[src/hold_and_modify_pixel_encoder_core_assert.svh]
// Assertion macros used by the hold-and-modify encoder core.
`ifndef HOLD_AND_MODIFY_PIXEL_ENCODER_CORE_ASSERT_SVH
`define HOLD_AND_MODIFY_PIXEL_ENCODER_CORE_ASSERT_SVH

// Same-cycle implication, checked only outside reset.
`define HAMENC_ASSERT_IMP(name, clk, rst_n, ante, cons) \
    name: assert property (@(posedge clk) disable iff (!rst_n) (ante) |-> (cons)) \
        else $error("hamenc same-cycle check failed");

// Next-cycle implication, checked only outside reset.
`define HAMENC_ASSERT_NXT(name, clk, rst_n, ante, cons) \
    name: assert property (@(posedge clk) disable iff (!rst_n) (ante) |=> (cons)) \
        else $error("hamenc next-cycle check failed");

`endif

[src/hamenc_pkg.sv]
// Types, constants and helpers for the hold-and-modify pixel encoder.
`default_nettype none

package hamenc_pkg;

    // Mode register values; the unused code behaves as the cumulative mode.
    localparam logic [1:0] MODE_DELTA   = 2'd0;
    localparam logic [1:0] MODE_PALETTE = 2'd1;
    localparam logic [1:0] MODE_CUMUL   = 2'd2;

    // Configuration register indexes.
    localparam logic [1:0] CFG_MODE    = 2'd0;
    localparam logic [1:0] CFG_PAL_LO  = 2'd1;
    localparam logic [1:0] CFG_PAL_MID = 2'd2;
    localparam logic [1:0] CFG_PAL_HI  = 2'd3;

    // Reset contents of the palette words (grey ramp).
    localparam logic [59:0] PAL_LO_RST  = 60'd384288398621417745;
    localparam logic [59:0] PAL_MID_RST = 60'd768595566823700070;
    localparam logic [59:0] PAL_HI_RST  = 60'd1152902735025982395;

    // Top two bits of a code: palette index or which channel is modified.
    localparam logic [1:0] OP_PALETTE = 2'b00;
    localparam logic [1:0] OP_BLUE    = 2'b01;
    localparam logic [1:0] OP_RED     = 2'b10;
    localparam logic [1:0] OP_GREEN   = 2'b11;

    // Accumulator saturation bound.
    localparam logic signed [16:0] ACC_LIMIT = 17'sd32767;

    // Programmable entries 1..15, entry 1 at index 0.
    typedef logic [14:0][11:0] palette_t;

    // Held colour and running error sums.
    typedef struct packed {
        logic [3:0]         held_red;
        logic [3:0]         held_green;
        logic [3:0]         held_blue;
        logic signed [15:0] accum_red;
        logic signed [15:0] accum_green;
        logic signed [15:0] accum_blue;
    } state_t;

    // Magnitude of a saturated accumulator; it never exceeds 32767.
    function automatic logic [14:0] acc_mag(input logic signed [15:0] v);
        logic signed [15:0] a;
        begin
            a = v[15] ? -v : v;
            return a[14:0];
        end
    endfunction

endpackage

`default_nettype wire

[src/hamenc_encode.sv]
// Combinational encode of one pixel against the held colour and palette.
`default_nettype none

module hamenc_encode
(
    input  wire logic [1:0]          mode,
    input  wire hamenc_pkg::palette_t palette,
    input  wire logic [3:0]          red,
    input  wire logic [3:0]          green,
    input  wire logic [3:0]          blue,
    input  wire logic                line_start,
    input  wire hamenc_pkg::state_t  state_cur,
    output logic [5:0]               ham_code,
    output hamenc_pkg::state_t       state_next
);
    import hamenc_pkg::*;

    state_t             base;
    logic [11:0]        colour;
    logic               match;
    logic [3:0]         match_idx;
    logic signed [4:0]  diff_r, diff_g, diff_b;
    logic signed [16:0] sum_r, sum_g, sum_b;
    logic signed [15:0] sat_r, sat_g, sat_b;
    logic [14:0]        mag_r, mag_g, mag_b;
    logic               cumul;
    logic               pick_r, pick_g;

    // A line start clears held colour and accumulators before encoding.
    assign base   = line_start ? '0 : state_cur;
    assign colour = {red, green, blue};
    assign cumul  = mode[1];

    // Palette search; the highest matching index wins, entry 0 is black.
    always_comb
    begin
        match     = (colour == 12'h000);
        match_idx = 4'd0;
        for (int i = 0; i < 15; i++)
        begin
            if (palette[i] == colour)
            begin
                match     = 1'b1;
                match_idx = 4'(i + 1);
            end
        end
        if (mode == MODE_DELTA)
        begin
            match = 1'b0;
        end
    end

    // Per-channel errors of this pixel against the held colour.
    assign diff_r = $signed({1'b0, base.held_red})   - $signed({1'b0, red});
    assign diff_g = $signed({1'b0, base.held_green}) - $signed({1'b0, green});
    assign diff_b = $signed({1'b0, base.held_blue})  - $signed({1'b0, blue});

    // Accumulated errors with symmetric saturation.
    assign sum_r = 17'(base.accum_red)   + 17'(diff_r);
    assign sum_g = 17'(base.accum_green) + 17'(diff_g);
    assign sum_b = 17'(base.accum_blue)  + 17'(diff_b);

    always_comb
    begin
        sat_r = (sum_r > ACC_LIMIT) ? 16'sd32767 :
                (sum_r < -ACC_LIMIT) ? -16'sd32767 : sum_r[15:0];
        sat_g = (sum_g > ACC_LIMIT) ? 16'sd32767 :
                (sum_g < -ACC_LIMIT) ? -16'sd32767 : sum_g[15:0];
        sat_b = (sum_b > ACC_LIMIT) ? 16'sd32767 :
                (sum_b < -ACC_LIMIT) ? -16'sd32767 : sum_b[15:0];
    end

    // Magnitudes used for the channel choice in either delta flavor.
    always_comb
    begin
        if (cumul)
        begin
            mag_r = acc_mag(sat_r);
            mag_g = acc_mag(sat_g);
            mag_b = acc_mag(sat_b);
        end
        else
        begin
            mag_r = 15'(acc_mag(16'(diff_r)));
            mag_g = 15'(acc_mag(16'(diff_g)));
            mag_b = 15'(acc_mag(16'(diff_b)));
        end
    end

    // Largest error wins; ties go to red, then green.
    assign pick_r = (mag_r >= mag_g) && (mag_r >= mag_b);
    assign pick_g = !pick_r && (mag_g >= mag_b);

    // Code and next state.
    always_comb
    begin
        state_next = base;
        if (match)
        begin
            ham_code              = {OP_PALETTE, match_idx};
            state_next.held_red   = red;
            state_next.held_green = green;
            state_next.held_blue  = blue;
        end
        else
        begin
            if (cumul)
            begin
                state_next.accum_red   = sat_r;
                state_next.accum_green = sat_g;
                state_next.accum_blue  = sat_b;
            end
            priority if (pick_r)
            begin
                ham_code                = {OP_RED, red};
                state_next.held_red     = red;
                if (cumul)
                begin
                    state_next.accum_red = '0;
                end
            end
            else if (pick_g)
            begin
                ham_code                = {OP_GREEN, green};
                state_next.held_green   = green;
                if (cumul)
                begin
                    state_next.accum_green = '0;
                end
            end
            else
            begin
                ham_code                = {OP_BLUE, blue};
                state_next.held_blue    = blue;
                if (cumul)
                begin
                    state_next.accum_blue = '0;
                end
            end
        end
    end

endmodule

`default_nettype wire

[src/hold_and_modify_pixel_encoder_core.sv]
// An accepted pixel is registered in the input stage, then its code in the code stage.
// Throughput: one pixel per cycle while code_stall is low; held colour and accumulators
// loop back through the single encode stage, so each pixel sees the last one's state.
// Reset (rst_n low, asynchronous) empties both stages, clears held colour and
// accumulators, sets mode to delta only and loads the grey-ramp palette.
// Configuration writes are always ready and take effect for the next pixel encoded.
`default_nettype none

module hold_and_modify_pixel_encoder_core
(
    input  wire logic        clk,
    input  wire logic        rst_n,
    input  wire logic        pix_valid,
    output logic             pix_stall,
    input  wire logic [7:0]  red,
    input  wire logic [7:0]  green,
    input  wire logic [7:0]  blue,
    input  wire logic        line_start,
    output logic             code_valid,
    input  wire logic        code_stall,
    output logic [5:0]       ham_code,
    input  wire logic        cfg_valid,
    output logic             cfg_ready,
    input  wire logic [1:0]  cfg_index,
    input  wire logic [59:0] cfg_data
);
    import hamenc_pkg::*;

    `include "hold_and_modify_pixel_encoder_core_assert.svh"

    logic [1:0]  mode_reg;
    logic [59:0] pal_lo_reg, pal_mid_reg, pal_hi_reg;
    state_t      state_reg, state_next;
    logic        in_vld_reg, in_vld_next;
    logic [3:0]  in_red_reg, in_green_reg, in_blue_reg;
    logic        in_ls_reg;
    logic        code_vld_reg, code_vld_next;
    logic [5:0]  code_reg, code_next;
    logic        out_free, advance, accept;
    palette_t    palette;
    logic        adv_delta, adv_keep_acc;
    logic [47:0] accum_all;

    // Handshake control for the two stages.
    assign out_free  = !code_vld_reg || !code_stall;
    assign advance   = in_vld_reg && out_free;
    assign pix_stall = in_vld_reg && !out_free;
    assign accept    = pix_valid && !pix_stall;
    assign cfg_ready = 1'b1;

    assign in_vld_next   = accept ? 1'b1 : (advance ? 1'b0 : in_vld_reg);
    assign code_vld_next = advance ? 1'b1 : (code_stall && code_vld_reg);

    assign code_valid = code_vld_reg;
    assign ham_code   = code_reg;
    assign palette    = {pal_hi_reg, pal_mid_reg, pal_lo_reg};

    // Encode stage.
    hamenc_encode u_encode
    (
        .mode       (mode_reg),
        .palette    (palette),
        .red        (in_red_reg),
        .green      (in_green_reg),
        .blue       (in_blue_reg),
        .line_start (in_ls_reg),
        .state_cur  (state_reg),
        .ham_code   (code_next),
        .state_next (state_next)
    );

    // Control and state registers.
    always_ff @(posedge clk or negedge rst_n)
    begin
        if (!rst_n)
        begin
            in_vld_reg   <= 1'b0;
            code_vld_reg <= 1'b0;
            state_reg    <= '0;
            mode_reg     <= MODE_DELTA;
            pal_lo_reg   <= PAL_LO_RST;
            pal_mid_reg  <= PAL_MID_RST;
            pal_hi_reg   <= PAL_HI_RST;
        end
        else
        begin
            in_vld_reg   <= in_vld_next;
            code_vld_reg <= code_vld_next;
            if (advance)
            begin
                state_reg <= state_next;
            end
            if (cfg_valid && cfg_ready)
            begin
                unique case (cfg_index)
                    CFG_MODE:    mode_reg    <= cfg_data[1:0];
                    CFG_PAL_LO:  pal_lo_reg  <= cfg_data;
                    CFG_PAL_MID: pal_mid_reg <= cfg_data;
                    CFG_PAL_HI:  pal_hi_reg  <= cfg_data;
                    default:     mode_reg    <= mode_reg;
                endcase
            end
        end
    end

    // Payload registers.
    always_ff @(posedge clk)
    begin
        if (accept)
        begin
            in_red_reg   <= red[7:4];
            in_green_reg <= green[7:4];
            in_blue_reg  <= blue[7:4];
            in_ls_reg    <= line_start;
        end
        if (advance)
        begin
            code_reg <= code_next;
        end
    end

    // Terms used by the checks below.
    assign adv_delta    = advance && (mode_reg == MODE_DELTA);
    assign adv_keep_acc = advance && !mode_reg[1] && !in_ls_reg;
    assign accum_all    = {state_reg.accum_red, state_reg.accum_green, state_reg.accum_blue};

    // Checks on the stage control and the encoder's state handling.
    `HAMENC_ASSERT_IMP(a_stall_only_when_full, clk, rst_n, pix_stall, in_vld_reg)
    `HAMENC_ASSERT_NXT(a_advance_loads_code, clk, rst_n, advance, code_vld_reg)
    `HAMENC_ASSERT_NXT(a_delta_mode_no_index, clk, rst_n, adv_delta, (code_reg[5:4] != OP_PALETTE))
    `HAMENC_ASSERT_NXT(a_accum_kept_low_modes, clk, rst_n, adv_keep_acc, $stable(accum_all))

endmodule

`default_nettype wire
[config.mk]
export PLATFORM = sky130hd
export DESIGN_NAME = hold_and_modify_pixel_encoder_core
export DESIGN_NICKNAME = d
export VERILOG_FILES = /design/src/hamenc_pkg.sv /design/src/hamenc_encode.sv /design/src/hold_and_modify_pixel_encoder_core.sv
export VERILOG_INCLUDE_DIRS = /design/src /design/src/src
export SDC_FILE = /design/constraint.sdc
export NUM_CORES = 1
export LEC_CHECK = 0
export BUFFER_PORTS_ARGS = -buffer_cell sky130_fd_sc_hd__clkbuf_2
export CAP_MARGIN = 20
export CELL_PAD_IN_SITES_DETAIL_PLACEMENT = 1
export CELL_PAD_IN_SITES_GLOBAL_PLACEMENT = 1
export CORE_ASPECT_RATIO = 0.7
export CORE_MARGIN = 3
export CORE_UTILIZATION = 40
export DETAILED_ROUTE_END_ITERATION = 6
export HOLD_SLACK_MARGIN = 0.02
export PLACE_DENSITY_LB_ADDON = 0.05
export RECOVER_POWER = 25
export SYNTH_ARGS = -nofsm -noshare
export SYNTH_HDL_FRONTEND = slang
export SYNTH_SLANG_ARGS = --single-unit
[constraint.sdc]
create_clock -name clk -period 21.4 [get_ports clk]
set_input_delay 6.42 -clock clk [delete_from_list [all_inputs] [get_ports clk]]
set_output_delay 6.42 -clock clk [all_outputs]
set_load 0.05 [all_outputs]
* Word-level counts from Yosys, hierarchy flattened
Index checks and enable logic that the tools add are counted.
** Word-level totals
- Register bits after elaboration :: 263
- Bits of input ports :: 92
- Output and inout port bits :: 9
- Logic and storage cells :: 146
** Cells by class
- $add $sub $neg :: 12
- $lt $le $gt $ge :: 9
- Eq/ne operators :: 18
- Muxes and demuxes :: 67
- Reduce and logical (&&, ||, !) cells :: 21
** Operators with widths (number)
- two-way mux 16 bit :: 12
- equality test 12 bit :: 15
- two-way mux 15 bit :: 9
- two-way mux 48 bit :: 2
- two-way mux 60 bit :: 1
- adder 16 x 5 -> 17 bit :: 3
- greater-than comparator 17 x 16 -> 1 bit, second input constant :: 3
- < comparator 17 x 16 -> 1 bit, second input constant :: 3
- two-way mux 4 bit :: 12
- >= comparator 15 bit :: 3
- negator 15 bit :: 3
- negator 5 -> 15 bit :: 3
- two-way mux 32 bit :: 1
- two-way mux 1 bit :: 20
- subtractor 4 x 4 -> 5 bit :: 3
- logical NOT 12 bit :: 1
- two-way mux 12 bit :: 1
- two-way mux 3 bit :: 4
- two-way mux 6 bit :: 2
- two-way mux 8 bit :: 1
- AND reduction 2 bit :: 4
- logical AND 1 bit :: 6
- logical NOT 1 bit :: 5
- equality test 2 bit, second input constant :: 2
- 6 further kinds :: 8

* Longest topological paths before layout
Gate-level depths: netlist of run 1.
- Depth in word-level cells :: 18
- Gate-level depth with buffers :: 54
- Depth with buffers taken out :: 40

* Cells and area by module
A second synthesis of run 1 with hierarchy kept.
** Second synthesis, totals
- Cells, all modules :: 2234
- Area, all modules :: 21330.5 µm²
** By module, submodules not included
- hamenc_encode :: instances 1, cells each 1693, area an instance 11594.9 µm², sequential area each 0.0 µm²
- hold_and_modify_pixel_encoder_core :: instances 1, cells each 541, area an instance 9735.6 µm², sequential area each 6796.5 µm²

* Worst setup path before layout of run 1
OpenSTA, ideal clock, no wires.
- Path type :: input to output
- Start point :: in code_stall
- End point :: out pix_stall
- Arrival time :: 6.843 ns
- Setup slack :: 8.137 ns
- Cell stages on the path :: 2
- Buffers on the path :: 0
- Path through :: nand3_1 > inv_1
** Between the ends
- Cells in the longest elaborated chain, start to end :: 4
** Ends and longest elaborated chain
- start, declared :: line hold_and_modify_pixel_encoder_core.sv:20 : input wire logic code_stall,
- logical NOT 1 bit :: line hold_and_modify_pixel_encoder_core.sv:45 : assign out_free = !code_vld_reg || !code_stall;
- logical OR 1 bit :: line hold_and_modify_pixel_encoder_core.sv:45
- logical NOT 1 bit :: line hold_and_modify_pixel_encoder_core.sv:47 : assign pix_stall = in_vld_reg && !out_free;
- logical AND 1 bit :: line hold_and_modify_pixel_encoder_core.sv:47
- end, declared :: line hold_and_modify_pixel_encoder_core.sv:14 : output logic pix_stall,
Every way passes these cells.

* Worst setup path after layout of run 1
Same ends and word-level chain as after synthesis.

==> results of run 1 <==
[area by class of cell]
| cell class | count | share of cell area [%] |
|---|---|---|
| multi-input combinational | 1643 | 56.4 |
| sequential | 263 | 31.1 |
| clock buffer | 41 | 3.95 |
| tap | 655 | 3.75 |
| timing repair buffer | 116 | 3.07 |
| inverter | 65 | 1.12 |
| clock inverter | 15 | 0.578 |
[through the flow]
stage / total power, mW / cells
6_report: 3.76 / 2798
5_1_grt: 4.08 / 2798
4_1_cts: 3.75 / 2797
3_5_place_dp: 3.19 / 2741
3_3_place_gp: 3.13 / 2741
2_1_floorplan: 2.51 / 2089
[path summary, 6_finish.rpt]
| check | start | endpoint | slack, ps | cells past startpoint |
|---|---|---|---|---|
| setup / recovery | code_stall | pix_stall | 8030 | 4 |
| hold / removal | accum_all[0] | accum_all[0] | 470 | 2 |
| setup reg to reg | in_ls_reg | accum_all[19] | 9910 | 40 |
| hold reg to reg | accum_all[0] | accum_all[0] | 470 | 2 |
| max in group asynchronous | rst_n | accum_all[9] | 9890 | 1 |
| min in group asynchronous | rst_n | pal_mid_reg[34] | 8100 | 1 |
[critical path, stage by stage]
cell and delay (ps):
clkbuf_1 90, nand3_1 110, inv_1 70, clkbuf_2 260
[kinds of logic (layout without fill, tap and decap cells)]
logic type,count (synthesis),after routing
XOR/XNOR,268,268
multiplexers,204,204
other,1,1
flip-flops,263,263
AO/OA/AOI/OAI,468,468
AND/OR/NAND/NOR,608,608
buffers and inverters,183,237
adder cells (fa/ha/maj),94,94
[report_power, final]
| group | switching, mW | internal (mW) |
|---|---|---|
| registers | 0.0886 | 0.659 |
| clock network | 0.230 | 0.296 |
| logic | 1.56 | 0.919 |
[per-layer routing]
layer  vias up  part of all wire [%]  routed length, um
li1       7611                     -                  -
met1      8390                    54              34700
met2       298                    40              25600
met3        56                   4.3               2740
met4         0                   1.2                753
met5         -                     0                  0
[cell usage in the layout, fill, tap and decap left out, drive strengths merged, types with 30 or more instances in the layout]
| master | count |
|---|---|
| clkbuf | 130 |
| o21ai | 112 |
| and2 | 30 |
| a22o | 35 |
| inv | 67 |
| nand3 | 40 |
| nor3 | 53 |
| a21oi | 95 |
| xnor2 | 156 |
| nor2b | 65 |
| ha | 81 |
| xor2 | 112 |
| nand4 | 33 |
| dfrtp | 148 |
| nor2 | 110 |
| dfstp | 96 |
| mux2 | 185 |
| nand2b | 39 |
| nor4 | 34 |
| nand2 | 135 |
==> impl_metrics.yaml, run 1 <==
outcome:
  status: "complete, but fails checks"
  failed_checks: "max-capacitance violations, max-slew violations"
finish:
  fillCellCount: 5539
  antenna_cells: 0
  areaGrowthSynthToFinish_pct: 10.1
  utilization_pct: 45.1
  nets: 2298
  fin_area_sq_um: 21800
  seq_area_sq_um: 6800
  multi_input_area_sq_um: 12300
  drive_gt1_share_pct: 23.2
power_and_ir_drop:
  power_density_nw_per_um2: 172
  peakVddDrop_uv: 81.7
  total_leakage_power_nw: 9.00
detailed_routing:
  via_count: 16400
  wl_per_cell_um: 22.8
  drc: 0
  drt.antenna.violating_nets: 0
  dr.pass1.iters: 5
  drt_wl_total_mm: 63.9
  vias_per_cell: 5.85
  drtIter0Drc: 1097
critical_path:
  startpoint_type: "primary input"
  endpoint_kind: "primary output"
  path_max_fanout: 3
  worstPathArrival_ps: 6950
  worst_ep_required_time_ps: 14980
  critical_path_class: "primary input to primary output"
timing:
  maxSlewViolCount: 101
  setup_ws_ps: 8030
  worst_pin_slew_ps: 6070
  relSlewSlack_pct: -305
  hold_violations: 0
  skew_ps: 45.2
  finalSetupTns_ps: 0
  rsz0062_at_grt: "no"
  worst_hold_slack_ps: 471
  setup_viol: 0
  max_freq_mhz: 74.8
  min_period_ps: 13370
  min_period_over_period_pct: 62.5
clock_tree:
  clk_pin_slew_ps: 60
  cts_hold_buffers: 0
  htreeDepth: 1
  cts_made_buffers: 30
  tritoncts: "built"
  cts_resized: 0
  clock-sinks: 263
  cts_root_buffer: "clkbuf_16"
  post_cts_buffers: 0
  clockBufferDepth: 3
  clk_latency_ps: 600
grt:
  grt-busiest-layer: "met1"
  grt_util_met2_pct: 34.1
  grt_pass1_wl_mm: 100
  antenna_found_initial: 1
  grt.overflow.total: 0
  grt_max_degree: 146
  use_met3_pct: 3.44
  grt_pass1_vias: 16700
  grtUsageTotal_pct: 24.3
  grt_util_met1_pct: 39.5
synthesis:
  synthMuxAreaShare_pct: 11.5
  syn_area_sq_um: 19800
  syn-instance-count: 2089
  synth.area.top_cells: "dfrtp_1 19%, dfstp_2 13%, mux2_2 10%"
  synthArstFlopShare_pct: 92.8
  ys_seq_area_share_pct: 34.3
  ys_warn_count: 0
  synth-edff-count: 19
  synth_compound_area_share_pct: 16.6
  synth_top_family_by_area: "compound AO/OA/AOI/OAI gates"
  synthAdderAreaFrac_pct: 6.07
  ys_seq_elements: 263
  synth_area_leader_cell: "dfrtp_1"
  synthSimpleGateAreaFrac_pct: 16.0
  yosys.area_share.xor_xnor_pct: 11.9
  syn_area_per_cell_sq_um: 9.50
  synth_cell_type_count: 108
  synth_nets: 2268
  synth_ff_type: "dfrtp_1"
  yosysMostFrequentCell: "mux2_2"
  synth_commonest_cells: "184 x mux2_2, 156 x xnor2_1, 148 x dfrtp_1"
  yosys.area.top_type_share_pct: 18.7
place:
  dpl.hpwl_mm: 46.5
  place.gp.congestion: 0.852
  post-place-ws_ps: 8040
  place_area_sq_um: 20900
  port_buffers: 87
floorplan:
  start_util_pct: 40.9
  die_y_um: 192
  io_pins: 101
  die_area_sq_um: 52400
  coreArea_sq_um: 48500
  rows: 67
  die_w_um: 272
run:
  cap_violations: 1
worst_hold_path:
  min_path_type: "flip-flop to flip-flop"
(Power assumes the default switching activity.)
==> inputs of run 2 (changes only) <==
clock period = 12.55 ns   (was 21.4 ns; I/O delays follow)
==> impl_metrics.yaml, run 2 (synthesis results as in run 1) <==
critical_path:
  endpoint_kind: "flip-flop"
  path_max_fanout: 35
  worst_ep_required_time_ps: 12870
  startpoint: "in_ls_reg"
  slowest_stage: "nor2_1"
  critical_path_class: "flip-flop to flip-flop"
  path_buf_inv: 8
  critPathTopFamily: "compound AO/OA/AOI/OAI gates"
  max_stage_delay_ps: 500
  r2r-start: "in_ls_reg"
  crit_top_cell: "o21ai_0"
  startpoint_type: "flip-flop"
  worstPathArrival_ps: 10740
outcome:
  failed_checks: "max-capacitance violations, max-slew violations"
  status: "complete, but fails checks"
power_and_ir_drop:
  total_leakage_power_nw: 9.08
  power_density_nw_per_um2: 296
  p_total_mw: 6.51
  peakVddDrop_uv: 150
floorplan:
  coreArea_sq_um: 48500
  die_w_um: 272
  io_pins: 101
  die_y_um: 192
  die_area_sq_um: 52400
  start_util_pct: 40.9
  rows: 67
finish:
  final_common_cell: "mux2_2"
  areaGrowthSynthToFinish_pct: 10.9
  nets: 2315
  fin_cells: 2815
  antenna_cells: 0
  drive_gt1_share_pct: 23.9
  fillCellCount: 5562
  final_cell_mix: "184 x mux2_2, 156 x xnor2_1, 147 x dfrtp_1, 135 x nand2_1, 111 x xor2_1"
clock_tree:
  clk_latency_ps: 600
  post_cts_buffers: 0
  clock-sinks: 263
  cts_hold_buffers: 0
  clk_pin_slew_ps: 60
  tritoncts: "built"
  cts_made_buffers: 30
  htreeDepth: 1
  cts_root_buffer: "clkbuf_16"
  cts_resized: 0
  clockBufferDepth: 3
detailed_routing:
  drt.antenna.violating_nets: 0
  drt_wl_total_mm: 65.1
  drc: 0
  wl_per_cell_um: 23.1
  vias_per_cell: 5.82
  dr.pass1.iters: 6
  via_count: 16400
  drtIter0Drc: 1079
place:
  port_buffers: 87
  post-place-ws_ps: 2330
  place.gp.congestion: 0.873
  dp_cells: 2758
  dpl.hpwl_mm: 47.9
grt:
  grt_pass1_wl_mm: 101
  grt_pass1_vias: 16600
  grt.overflow.total: 0
  antenna_found_initial: 4
  grt_max_degree: 127
  grtUsageTotal_pct: 24.6
timing:
  setup_viol: 0
  min_period_ps: 10430
  setup_ws_ps: 2120
  max_freq_mhz: 95.9
  maxSlewViolCount: 127
  relSlewSlack_pct: -376
  finalSetupTns_ps: 0
  rsz0062_at_grt: "no"
  worst_pin_slew_ps: 7140
  min_period_over_period_pct: 83.1
  skew_ps: 46.1
  hold_violations: 0
  worst_hold_slack_ps: 467
worst_hold_path:
  min_path_type: "flip-flop to flip-flop"
  min_from: "accum_all[17]"
run:
  cap_violations: 1
run 2: routing by layer:
layer / wire length, um / share of wire (%) / track usage (%)
met1: 34800 / 53 / 40.4
met2: 25700 / 40 / 34.2
met3: 3670 / 5.6 / 3.23
met4: 902 / 1.4 / 3.61
met5: 0 / 0 / 0
run 2: tightest hold or removal path: stages, from the launching register on:
cell and delay (ps):
dfrtp_1 330, nand2_1 50, o31ai_1 50
run 2: final cells by class:
class                   instances  area, sq um  share of cell area (%)
multi-input cells            1643        12300                    56.0
clock buffers                  39          835                    3.79
repair buffers                133          779                    3.54
inverters                      65          244                    1.11
well taps                     655          820                    3.73
flip-flops and latches        263         6800                    30.9
clock inverters                17          195                   0.887
run 2: where the power goes:
part           total, mW  internal, mW  switching [mW]  leakage (nW)
sequential          1.28          1.12           0.152          3.01
combinational       4.31          1.62            2.69          5.56
clock              0.927         0.535           0.392         0.507
total               6.51          3.28            3.23          9.08
run 2: final timing paths:
check,to,slack [ps],cells past startpoint
worst max-delay path,ham_code[5],2120,43
min in group asynchronous,pal_mid_reg[29],5910,1
max in group asynchronous,pal_mid_reg[38],2700,1
worst max register to register,ham_code[5],2120,43
worst min-delay path,accum_all[17],470,2
worst min register to register,accum_all[17],470,2
run 2: stage by stage:
step / cell area, sq um / utilization, %
2_1_floorplan: 19800 / -
3_3_place_gp: 21000 / 43.3
3_5_place_dp: 21000 / 43.3
4_1_cts: 22000 / 45.4
5_1_grt: 22000 / 45.4
6_report: 22000 / 45.4
